### src/sv/b64d_pkg.sv
// shared types, constants and symbol mapping for the base64url decoder
package b64d_pkg;

  localparam logic [6:0] SYM_PAD = 7'd65;
  localparam logic [6:0] SYM_BAD = 7'd66;

  typedef struct packed {
    logic [7:0] symbol;
    logic       symbol_present;
    logic       end_of_text;
  } item_t;

  typedef struct packed {
    logic [7:0] data_byte;
    logic       byte_valid;
    logic       final_result;
    logic       bad_input;
  } result_t;

  typedef struct packed {
    logic [23:0] word;
    logic [1:0]  nbytes;
    logic        is_final;
    logic        bad;
  } work_t;

  function automatic logic [6:0] sym_map(input logic [7:0] c);
    logic [6:0] v;
    v = SYM_BAD;
    if (c >= 8'h41 && c <= 8'h5a) begin
      v = 7'(c - 8'h41);
    end else if (c >= 8'h61 && c <= 8'h7a) begin
      v = 7'(c - 8'h61 + 8'd26);
    end else if (c >= 8'h30 && c <= 8'h39) begin
      v = 7'(c - 8'h30 + 8'd52);
    end else if (c == 8'h2d) begin
      v = 7'd62;
    end else if (c == 8'h5f) begin
      v = 7'd63;
    end else if (c == 8'h3d) begin
      v = SYM_PAD;
    end
    return v;
  endfunction

endpackage

### src/sv/b64d_front.sv
// front end: symbol decode, bit packing and end-of-text flush into work entries
module b64d_front import b64d_pkg::*; (
  input  logic  clk,
  input  logic  rst,
  input  logic  take,
  input  item_t item,
  output logic  work_push,
  output work_t work
);

  logic [17:0] pending_bits, pending_bits_next;
  logic [1:0]  pending_count, pending_count_next;
  logic        pad_seen, pad_seen_next;
  logic        error_seen, error_seen_next;
  logic [6:0]  v;

  always_comb begin
    v = sym_map(item.symbol);
    pending_bits_next  = pending_bits;
    pending_count_next = pending_count;
    pad_seen_next      = pad_seen;
    error_seen_next    = error_seen;
    work               = '0;
    if (item.symbol_present && !pad_seen && !error_seen) begin
      if (v == SYM_BAD) begin
        error_seen_next = 1'b1;
      end else if (v == SYM_PAD) begin
        pad_seen_next = 1'b1;
      end else if (pending_count == 2'd3) begin
        work.word          = {pending_bits, v[5:0]};
        work.nbytes        = 2'd3;
        pending_bits_next  = '0;
        pending_count_next = '0;
      end else begin
        pending_bits_next  = {pending_bits[11:0], v[5:0]};
        pending_count_next = pending_count + 2'd1;
      end
    end
    if (item.end_of_text) begin
      if (!error_seen_next) begin
        if (pending_count_next == 2'd3) begin
          work.word   = {pending_bits_next[17:2], 8'h00};
          work.nbytes = 2'd2;
        end else if (pending_count_next == 2'd2) begin
          work.word   = {pending_bits_next[11:4], 16'h0000};
          work.nbytes = 2'd1;
        end
      end
      work.is_final = 1'b1;
      work.bad      = error_seen_next;
      pending_bits_next  = '0;
      pending_count_next = '0;
      pad_seen_next      = 1'b0;
      error_seen_next    = 1'b0;
    end
    work_push = take && (work.nbytes != 2'd0 || item.end_of_text);
  end

  always_ff @(posedge clk) begin
    if (rst) begin
      pending_bits  <= '0;
      pending_count <= '0;
      pad_seen      <= 1'b0;
      error_seen    <= 1'b0;
    end else if (take) begin
      pending_bits  <= pending_bits_next;
      pending_count <= pending_count_next;
      pad_seen      <= pad_seen_next;
      error_seen    <= error_seen_next;
    end
  end

endmodule

### src/sv/b64d_queue.sv
// work entry queue between front and back
module b64d_queue import b64d_pkg::*; #(
  parameter int DEPTH = 4
) (
  input  logic  clk,
  input  logic  rst,
  input  logic  wr,
  input  work_t wr_data,
  input  logic  rd,
  output work_t rd_data,
  output logic  full,
  output logic  empty
);

  localparam int PTR_W = (DEPTH > 1) ? $clog2(DEPTH) : 1;
  localparam int CNT_W = $clog2(DEPTH + 1);

  work_t            mem [DEPTH];
  logic [PTR_W-1:0] wr_ptr, rd_ptr;
  logic [CNT_W-1:0] count;
  logic             do_wr, do_rd;

  assign full    = (count == CNT_W'(DEPTH));
  assign empty   = (count == '0);
  assign do_wr   = wr && !full;
  assign do_rd   = rd && !empty;
  assign rd_data = mem[rd_ptr];

  always_ff @(posedge clk) begin
    if (do_wr) begin
      mem[wr_ptr] <= wr_data;
    end
  end

  always_ff @(posedge clk) begin
    if (rst) begin
      wr_ptr <= '0;
      rd_ptr <= '0;
      count  <= '0;
    end else begin
      if (do_wr) begin
        wr_ptr <= (wr_ptr == PTR_W'(DEPTH - 1)) ? '0 : wr_ptr + PTR_W'(1);
      end
      if (do_rd) begin
        rd_ptr <= (rd_ptr == PTR_W'(DEPTH - 1)) ? '0 : rd_ptr + PTR_W'(1);
      end
      if (do_wr && !do_rd) begin
        count <= count + CNT_W'(1);
      end else if (do_rd && !do_wr) begin
        count <= count - CNT_W'(1);
      end
    end
  end

endmodule

### src/sv/b64d_back.sv
// back end: splits work entries into byte results and holds the result queue
module b64d_back import b64d_pkg::*; #(
  parameter int DEPTH = 4
) (
  input  logic    clk,
  input  logic    rst,
  input  work_t   work,
  input  logic    work_empty,
  output logic    work_pop,
  output result_t result,
  output logic    empty,
  input  logic    pop
);

  localparam int PTR_W = (DEPTH > 1) ? $clog2(DEPTH) : 1;
  localparam int CNT_W = $clog2(DEPTH + 1);

  result_t          mem [DEPTH];
  logic [PTR_W-1:0] wr_ptr, rd_ptr;
  logic [CNT_W-1:0] count;
  logic [1:0]       idx;
  logic             room, emit, last, do_rd;
  result_t          res;

  assign room   = (count != CNT_W'(DEPTH));
  assign emit   = room && !work_empty;
  assign empty  = (count == '0);
  assign do_rd  = pop && !empty;
  assign result = mem[rd_ptr];

  always_comb begin
    res  = '0;
    last = (work.nbytes == 2'd0) || (idx == 2'(work.nbytes - 2'd1));
    if (work.nbytes != 2'd0) begin
      res.byte_valid = 1'b1;
      case (idx)
        2'd0:    res.data_byte = work.word[23:16];
        2'd1:    res.data_byte = work.word[15:8];
        default: res.data_byte = work.word[7:0];
      endcase
    end
    res.final_result = work.is_final && last;
    res.bad_input    = work.is_final && last && work.bad;
    work_pop         = emit && last;
  end

  always_ff @(posedge clk) begin
    if (emit) begin
      mem[wr_ptr] <= res;
    end
  end

  always_ff @(posedge clk) begin
    if (rst) begin
      idx    <= '0;
      wr_ptr <= '0;
      rd_ptr <= '0;
      count  <= '0;
    end else begin
      if (emit) begin
        idx    <= last ? 2'd0 : idx + 2'd1;
        wr_ptr <= (wr_ptr == PTR_W'(DEPTH - 1)) ? '0 : wr_ptr + PTR_W'(1);
      end
      if (do_rd) begin
        rd_ptr <= (rd_ptr == PTR_W'(DEPTH - 1)) ? '0 : rd_ptr + PTR_W'(1);
      end
      if (emit && !do_rd) begin
        count <= count + CNT_W'(1);
      end else if (do_rd && !emit) begin
        count <= count - CNT_W'(1);
      end
    end
  end

endmodule

### src/sv/base64url_decoder.sv
// top level of the streaming base64url decoder
//
// Input channel: present one character request on item with push high; it is
// taken at a rising edge where push is high and full is low. symbol_present
// low with end_of_text high closes a string without a character.
// Result channel: while empty is low the oldest result sits on result; pop
// high at a rising edge takes it.
// Each fourth alphabet symbol yields three bytes; end_of_text flushes two or
// one held bytes and marks the last result final_result, with bad_input set if
// an invalid character was seen. A string whose end_of_text item brings no byte
// ends in one result with byte_valid low.
// An item's work entry is registered in the work queue and its byte results in
// the result queue. Throughput: one item per cycle while full is low; the back
// end writes one result per cycle while the result queue has room, which
// covers the three bytes of every four symbols.
// When the receiver stalls, the result queue fills, the back end holds its
// entry, the work queue fills and full rises; nothing is dropped.
// Reset clears the decode state and empties both queues.
module base64url_decoder import b64d_pkg::*; #(
  parameter int WORK_DEPTH   = 4,
  parameter int RESULT_DEPTH = 4
) (
  input  logic    clk,
  input  logic    rst,
  input  logic    push,
  output logic    full,
  input  item_t   item,
  output logic    empty,
  input  logic    pop,
  output result_t result
);

  logic  take, work_push, work_pop, work_empty;
  work_t work_in, work_out;

  assign take = push && !full;

  b64d_front u_front (
    .clk       (clk),
    .rst       (rst),
    .take      (take),
    .item      (item),
    .work_push (work_push),
    .work      (work_in)
  );

  b64d_queue #(.DEPTH(WORK_DEPTH)) u_queue (
    .clk     (clk),
    .rst     (rst),
    .wr      (work_push),
    .wr_data (work_in),
    .rd      (work_pop),
    .rd_data (work_out),
    .full    (full),
    .empty   (work_empty)
  );

  b64d_back #(.DEPTH(RESULT_DEPTH)) u_back (
    .clk        (clk),
    .rst        (rst),
    .work       (work_out),
    .work_empty (work_empty),
    .work_pop   (work_pop),
    .result     (result),
    .empty      (empty),
    .pop        (pop)
  );

endmodule

### config.mk
export PLATFORM = sky130hd
export DESIGN_NAME = base64url_decoder
export DESIGN_NICKNAME = d
export VERILOG_FILES = /design/src/sv/b64d_pkg.sv /design/src/sv/b64d_front.sv /design/src/sv/b64d_queue.sv /design/src/sv/b64d_back.sv /design/src/sv/base64url_decoder.sv
export SDC_FILE = /design/constraint.sdc
export NUM_CORES = 1
export LEC_CHECK = 0
export BUFFER_PORTS_ARGS = -buffer_cell sky130_fd_sc_hd__buf_2
export CAP_MARGIN = 25
export CORE_UTILIZATION = 35
export CTS_CLUSTER_DIAMETER = 120
export CTS_CLUSTER_SIZE = 28
export DETAILED_ROUTE_END_ITERATION = 8
export HOLD_SLACK_MARGIN = 0.1
export PLACE_DENSITY = 0.54
export RECOVER_POWER = 100
export SLEW_MARGIN = 20
export SYNTH_ARGS = -nofsm -noshare
export SYNTH_HDL_FRONTEND = slang
export SYNTH_HIERARCHICAL = 1
export SYNTH_SLANG_ARGS = --single-unit
export TNS_END_PERCENT = 1
### constraint.sdc
create_clock -name clk -period 5.5 [get_ports clk]
set_input_delay 0.275 -clock clk [delete_from_list [all_inputs] [get_ports clk]]
set_output_delay 0.275 -clock clk [all_outputs]
set_load 0.02 [all_outputs]
==> results.ini, run 1 <==
[sta]
setup_total_negative_slack_ns=0
fin_worst_skew_ns=0.00816
clock.fmax_mhz=214
slew_margin_rel=-0.212
final_max_slew_viol_count=44
post-route-period-util=0.851
grt_setup_unrepaired=false
finalHoldViolations=0
finalSetupViolCount=0
fin_hold_ws_ns=0.262
post-route-min-period_ns=4.68
max_slew.worst_pin.slew_ns=1.82

[global_route]
grt.overflow.total=0
gr-usage-all-layers=0.151
grt_antenna_before_repair=0
wire_length_of_the_first_global_routing_pass_um=30200
pin_count_of_the_biggest_net_entering_global_routing=29
first_global_vias=5487

[clocking]
cts_buffers=17
clk_latency_ns=0.43
cts-htree-levels=4
cts.hold.buffers_added=0
clk_pin_slew_ns=0.07
postCtsSetupRepairBufs=0
ctsResizeCount=0
ctsRootBufferMaster=sky130_fd_sc_hd__clkbuf_16
clk_path_buf_depth=2
cts_num_sinks=198
tritoncts=built

[detailed_routing]
drt.antenna.violating_nets=0
routedWlPerCell_um=19.6
post-route-drc-count=0
initialDrtViolationCount=415
drt_wl_total_um=19500
drtPass1Iterations=5
detailroute.via_count=5530
post_drt_via_cell_ratio=5.56

[cells_and_area]
finish.cell_count_without_fillers=995
drive_gt1_frac=0.173
num-fill-cells=2340
footprint_of_the_multi_input_gates_mm2=0.00331
sequential_cell_area_mm2=0.00553
layout.cells.most_common=sky130_fd_sc_hd__edfxtp_1
antennaDiodeCount=0
area_delta_synth_final_pct=9.99
design.final.nets=692
layout.cells.most_common_list=156 x sky130_fd_sc_hd__edfxtp_1, 41 x sky130_fd_sc_hd__dfxtp_1, 39 x sky130_fd_sc_hd__mux4_2

[pwr]
sw_power_uw=1250
seqPwrFrac=0.469
ir_drop_uv=234
share_comb_of_total_power=0.238
net_switching_fraction_of_the_power=0.305
power_per_cell_area_mw_per_mm2=404
p_leak_uw=0.00341
power_report.internal_total_uw=2840
clkPwrFrac=0.293

[setup_path]
arrival_time_at_the_worst_endpoint_ns=5.04
path_class=flop to flop
critical_path.n_buffers_inverters=3
master_of_the_slowest_instance_on_the_critical_path=sky130_fd_sc_hd__clkbuf_1
critical-path-top-delay-family=buffers and inverters
slowest_delay_ns=1.29
critical_path_required_ns=5.86
worst_setup_path_start_kind=flop
peak_fanout_along_the_critical_path=28
path_cells=clkbuf_1 > mux4_2 > inv_1 > ha_1 > xor2_1 > a21oi_1 > nor3_1 > o31ai_2 > ha_1 > inv_1 > fa_1 > xor2_1 > or3_1 > a21oi_1
worstSetupEndpointType=flop

[place]
buffer_ports.inserted=26
dpl_wire_length_um=13000
dp_cells=963
globalplace.congestion=0.846

[synth]
syn_avg_cell_area_um2=14.6
synthesis.instances=629
synth_cell_types=81
synth_nets=669
synth_seq_cells=198
yosys_warnings=6
yosys_most_used_dff=sky130_fd_sc_hd__edfxtp_1
synth.cell_area_mm2=0.00920
synth-async-reset-ratio=0
count_of_flip_flops_with_a_built_in_enable_after_synthesis=156
synth_sequential_area_ratio=0.601

[min_path]
hold_class=primary input to flop
worst_hold_startpoint=pop

[floorplanning]
rows=58
floorplan.die_area_mm2=0.0269
die_h_um=164
die_w_um=164
number_of_top_level_design_ports=27
core_region_area_mm2=0.0255
start_util=0.361

[outcome]
outcome=complete, but fails checks
violated_checks=capacitance limit, slew limit

[run]
cap_violations=2

## sequential cells by signal (all words and copies together) (netlist names), named ones only
signal and cells:
u_queue/count 3, u_back/idx 2, u_back/wr_ptr 2, u_queue/mem 112
u_front/error_seen 1, u_queue/rd_ptr 2, u_back/rd_ptr 2, u_queue/wr_ptr 2
u_front/pending_count 2, u_front/pending_bits 18, u_front/pad_seen 1, u_back/count 3
u_back/mem 44
## kinds of logic after synthesis
logic type	count (synthesis)	share of synthesized area
buffers and inverters	62	0.0347
and+or+nand+nor	137	0.0850
AOI/OAI and AO/OA	150	0.128
adders and majority gates	26	0.0370
xor gates and xnor gates	9	0.0102
DFF	198	0.601
muxes	47	0.104
## layout make-up
cell class / instances / area share
clock buffer: 17 / 0.0421
clock inverter: 15 / 0.0142
inverter: 32 / 0.0134
multi-input combinational: 369 / 0.327
sequential: 198 / 0.546
tap: 330 / 0.0408
timing repair buffer: 34 / 0.0157
## path summary, 6_finish.rpt
check	slack [ns]	endpoint	cells after the start
setup / recovery	0.82	u_queue/count[2]	14
hold / removal	0.26	u_back/rd_ptr[0]	4
setup reg to reg	0.82	u_queue/count[2]	14
hold reg to reg	0.49	flop	2
## power by group through the flow
stage	logic, uW	clock network (uW)	registers, uW
final	972	1200	1920
after global routing	1080	1270	1940
after CTS	1010	1220	1920
after detailed placement	1010	0	1950
after global placement	994	0	1940
after floorplan	777	0	1910
## synth_stat cells (5+ instances only)
master                     count  area (um^2)
sky130_fd_sc_hd__nand3_1      10         50.1
sky130_fd_sc_hd__nand2_1      27          101
sky130_fd_sc_hd__nor2_1       23         86.3
sky130_fd_sc_hd__o22ai_1      10         62.6
sky130_fd_sc_hd__a22o_1        5         43.8
sky130_fd_sc_hd__a32o_1       19          190
sky130_fd_sc_hd__a21oi_1      24          120
sky130_fd_sc_hd__mux2i_1       8         80.1
sky130_fd_sc_hd__and3_1        8         50.1
sky130_fd_sc_hd__nor3_1       12         60.1
sky130_fd_sc_hd__ha_1         24          300
sky130_fd_sc_hd__or2_2         5         31.3
sky130_fd_sc_hd__nand4_1       5         31.3
sky130_fd_sc_hd__o211ai_1     14          105
sky130_fd_sc_hd__inv_1        29          109
sky130_fd_sc_hd__and2_1        7         43.8
sky130_fd_sc_hd__o21a_1        6         45.0
sky130_fd_sc_hd__o21ai_0      13         65.1
sky130_fd_sc_hd__edfxtp_1    156         4680
sky130_fd_sc_hd__dfxtp_1      42          841
sky130_fd_sc_hd__mux4_2       39          878
sky130_fd_sc_hd__a211oi_1      6         45.0
sky130_fd_sc_hd__clkbuf_1     14         52.6
sky130_fd_sc_hd__a22oi_1       9         67.6
sky130_fd_sc_hd__or3_1         6         37.5
sky130_fd_sc_hd__nand2b_1      5         31.3
sky130_fd_sc_hd__buf_6         6         67.6
sky130_fd_sc_hd__xor2_1        6         52.6
## metal layers
metal	vias up	wire (um)	global-route usage
met5	-	0	0
met4	0	376	0.0535
met3	29	694	0.0303
met2	133	9620	0.252
met1	2817	8770	0.195
li1	2551	-	-
## worst register-to-register path, cell delays in order, from the launching register on
cell                       delay (ns)
sky130_fd_sc_hd__dfxtp_1         0.32
sky130_fd_sc_hd__clkbuf_1        1.29
sky130_fd_sc_hd__mux4_2          0.50
sky130_fd_sc_hd__inv_1           0.06
sky130_fd_sc_hd__ha_1            0.30
sky130_fd_sc_hd__xor2_1          0.16
sky130_fd_sc_hd__a21oi_1         0.34
sky130_fd_sc_hd__nor3_1          0.14
sky130_fd_sc_hd__o31ai_2         0.18
sky130_fd_sc_hd__ha_1            0.27
sky130_fd_sc_hd__inv_1           0.06
sky130_fd_sc_hd__fa_1            0.37
sky130_fd_sc_hd__xor2_1          0.18
sky130_fd_sc_hd__or3_1           0.31
sky130_fd_sc_hd__a21oi_1         0.14
## stage by stage
step | setup slack [ns] | cell area (um^2) | utilization | total power (uW)
after floorplan | 1.52 | 9200 | - | 2680
after global placement | 0.906 | 9620 | 0.378 | 2940
after detailed placement | 0.772 | 9620 | 0.378 | 2970
after CTS | 1.21 | 10200 | 0.400 | 4160
after global routing | 0.449 | 10100 | 0.397 | 4290
final | 0.821 | 10100 | 0.397 | 4090
Power figures use the tool's default switching activity.
==> inputs of run 2 (changes only) <==
--- a/config.mk
+++ b/config.mk
@@ -7,12 +7,14 @@
 export LEC_CHECK = 0
 export BUFFER_PORTS_ARGS = -buffer_cell sky130_fd_sc_hd__buf_2
 export CAP_MARGIN = 25
+export CELL_PAD_IN_SITES_DETAIL_PLACEMENT = 2
+export CELL_PAD_IN_SITES_GLOBAL_PLACEMENT = 2
 export CORE_UTILIZATION = 35
 export CTS_CLUSTER_DIAMETER = 120
 export CTS_CLUSTER_SIZE = 28
 export DETAILED_ROUTE_END_ITERATION = 8
 export HOLD_SLACK_MARGIN = 0.1
-export PLACE_DENSITY = 0.54
+export PLACE_DENSITY = 0.68
 export RECOVER_POWER = 100
 export SLEW_MARGIN = 20
 export SYNTH_ARGS = -nofsm -noshare
==> run 2 against run 1 <==
Compared with the run above: the flow still finishes with violations (capacitance limit, slew limit); sequential share of layout area about the same; critical path depth is the same; register-to-register slack got worse by 0.11 ns.
==> results.ini, run 2 (same netlist as run 1, synthesis figures left out) <==
[outcome]
outcome=complete, but fails checks
violated_checks=capacitance limit, slew limit

[clocking]
cts-htree-levels=4  ; unchanged
ctsRootBufferMaster=sky130_fd_sc_hd__clkbuf_16
postCtsSetupRepairBufs=0  ; unchanged
cts_num_sinks=198  ; unchanged
clk_path_buf_depth=2  ; unchanged
tritoncts=built
cts.hold.buffers_added=0  ; unchanged
cts_buffers=17  ; unchanged
clk_pin_slew_ns=0.08  ; about the same
ctsResizeCount=0  ; unchanged
clk_latency_ns=0.44  ; about the same

[sta]
post-route-period-util=0.870  ; +0.0196
slew_margin_rel=-0.0333  ; +0.178
fin_worst_skew_ns=0.0142  ; +0.00600 ns
setup_total_negative_slack_ns=0  ; unchanged
max_slew.worst_pin.slew_ns=1.55  ; -0.267 ns
clock.fmax_mhz=209  ; -2.3%
final_max_slew_viol_count=25  ; -43%
finalSetupViolCount=0  ; unchanged
finalHoldViolations=0  ; unchanged
fin_hold_ws_ns=0.275  ; +0.0136 ns
post-route-min-period_ns=4.79  ; +0.108 ns
grt_setup_unrepaired=false

[detailed_routing]
routedWlPerCell_um=23.6  ; +21%
drt_wl_total_um=23500  ; +21%
initialDrtViolationCount=328  ; -21%
post_drt_via_cell_ratio=5.58  ; +0.38%
drtPass1Iterations=4  ; -1
post-route-drc-count=0  ; unchanged
drt.antenna.violating_nets=0  ; unchanged
detailroute.via_count=5551  ; +0.38%

[floorplanning]
rows=58  ; unchanged
number_of_top_level_design_ports=27  ; unchanged
core_region_area_mm2=0.0255  ; unchanged
floorplan.die_area_mm2=0.0269  ; unchanged
die_h_um=164  ; unchanged
start_util=0.361  ; unchanged
die_w_um=164  ; unchanged

[global_route]
first_global_vias=6178  ; +13%
grt_antenna_before_repair=0  ; unchanged
gr-usage-all-layers=0.187  ; +0.0354
grt.overflow.total=0  ; unchanged
wire_length_of_the_first_global_routing_pass_um=37000  ; +23%
pin_count_of_the_biggest_net_entering_global_routing=29  ; unchanged

[setup_path]
critical_path_required_ns=5.87  ; about the same
master_of_the_slowest_instance_on_the_critical_path=sky130_fd_sc_hd__clkbuf_1
peak_fanout_along_the_critical_path=24  ; -14%
arrival_time_at_the_worst_endpoint_ns=5.16  ; +0.12 ns
worstSetupEndpointType=flop
path_cells=clkbuf_1 > mux4_2 > inv_1 > ha_1 > xor2_1 > a21oi_1 > nor3_1 > o31ai_1 > ha_1 > inv_1 > fa_1 > xor2_1 > or3_1 > a21oi_1
rr_worst_depth=14  ; unchanged
worst_setup_path_start_kind=flop
worst-r2r-setup-slack_ns=0.71  ; -0.11 ns
slowest_delay_ns=1.15  ; -0.14 ns
worstReg2RegEnd=u_queue/count[2]
path_class=flop to flop

[place]
dpl_wire_length_um=16800  ; +29%
buffer_ports.inserted=26  ; unchanged
globalplace.congestion=0.808  ; -4.6%
dp_cells=963  ; unchanged

[cells_and_area]
design.final.nets=692  ; unchanged
drive_gt1_frac=0.173  ; unchanged
finish.cell_count_without_fillers=995  ; unchanged
layout.cells.most_common=sky130_fd_sc_hd__edfxtp_1
area_delta_synth_final_pct=9.96  ; about the same
antennaDiodeCount=0  ; unchanged
register_name_with_the_most_flops=u_queue/mem
flip_flop_count_of_the_largest_register_all_copies_and_words_added=112  ; unchanged
biggestRegsByFlops=u_queue/mem x112, u_back/mem x44, u_front/pending_bits x18
layout.cells.most_common_list=156 x sky130_fd_sc_hd__edfxtp_1, 41 x sky130_fd_sc_hd__dfxtp_1, 39 x sky130_fd_sc_hd__mux4_2

[pwr]
ir_drop_uv=225  ; -3.8%
p_leak_uw=0.00342  ; +0.34%
power_per_cell_area_mw_per_mm2=411  ; +1.6%

[min_path]
hold_class=primary input to flop
worst_hold_startpoint=pop
hold_depth=4  ; unchanged

[run]
cap_violations=1  ; -1

## run 2: worst max-delay path: cells and delay by family, from the launching register on
family                     cells  cell delay [ns]
buffers and inverters          3             1.27
AOI/OAI and AO/OA              3             0.75
muxes                          1             0.42
and+or+nand+nor                2             0.48
DFF                            1             0.48
adders and majority gates      3             0.96
xor gates and xnor gates       2             0.34
## run 2: worst max-delay path by stage
stage	slack [ns]	cells after the start	to
2_1_floorplan	1.52	17	u_queue/count[2]
3_3_place_gp	0.82	18	u_queue/count[2]
3_5_place_dp	0.58	18	u_queue/count[2]
4_1_cts	1.04	18	u_queue/count[2]
5_1_grt	0.37	13	u_queue/count[2]
6_report	0.71	14	u_queue/count[2]
## run 2: power by group
group	leakage [uW]	internal (uW)	total, uW	switching [uW]
combinational	0.00127	382	1030	646
clock	0.000279	620	1200	576
sequential	0.00187	1830	1930	102
## run 2: cell type report
class                           count  area, um^2
Fill cell                        2541       15400
Sequential cell                   198        5530
Multi-Input combinational cell    369        3310
Clock buffer                       19         454
Tap cell                          330         413
Timing Repair Buffer               34         158
Inverter                           32         139
Clock inverter                     13         113
## run 2: layer usage
metal / GRT usage / part of all wire / vias up
li1: - / - / 2544
met1: 0.236 / 0.44 / 2902
met2: 0.323 / 0.52 / 80
met3: 0.0306 / 0.021 / 25
met4: 0.0606 / 0.017 / 0
met5: 0 / 0 / -
## run 2: metrics by stage
| stage | setup WS [ns] | utilization | total power (uW) | instance area (um^2) |
|---|---|---|---|---|
| 2_1_floorplan | 1.52 | - | 2680 | 9200 |
| 3_3_place_gp | 0.817 | 0.378 | 2940 | 9620 |
| 3_5_place_dp | 0.580 | 0.378 | 3030 | 9620 |
| 5_1_grt | 0.374 | 0.397 | 4350 | 10100 |
| 6_report | 0.714 | 0.397 | 4150 | 10100 |
| 4_1_cts | 1.04 | 0.400 | 4230 | 10200 |
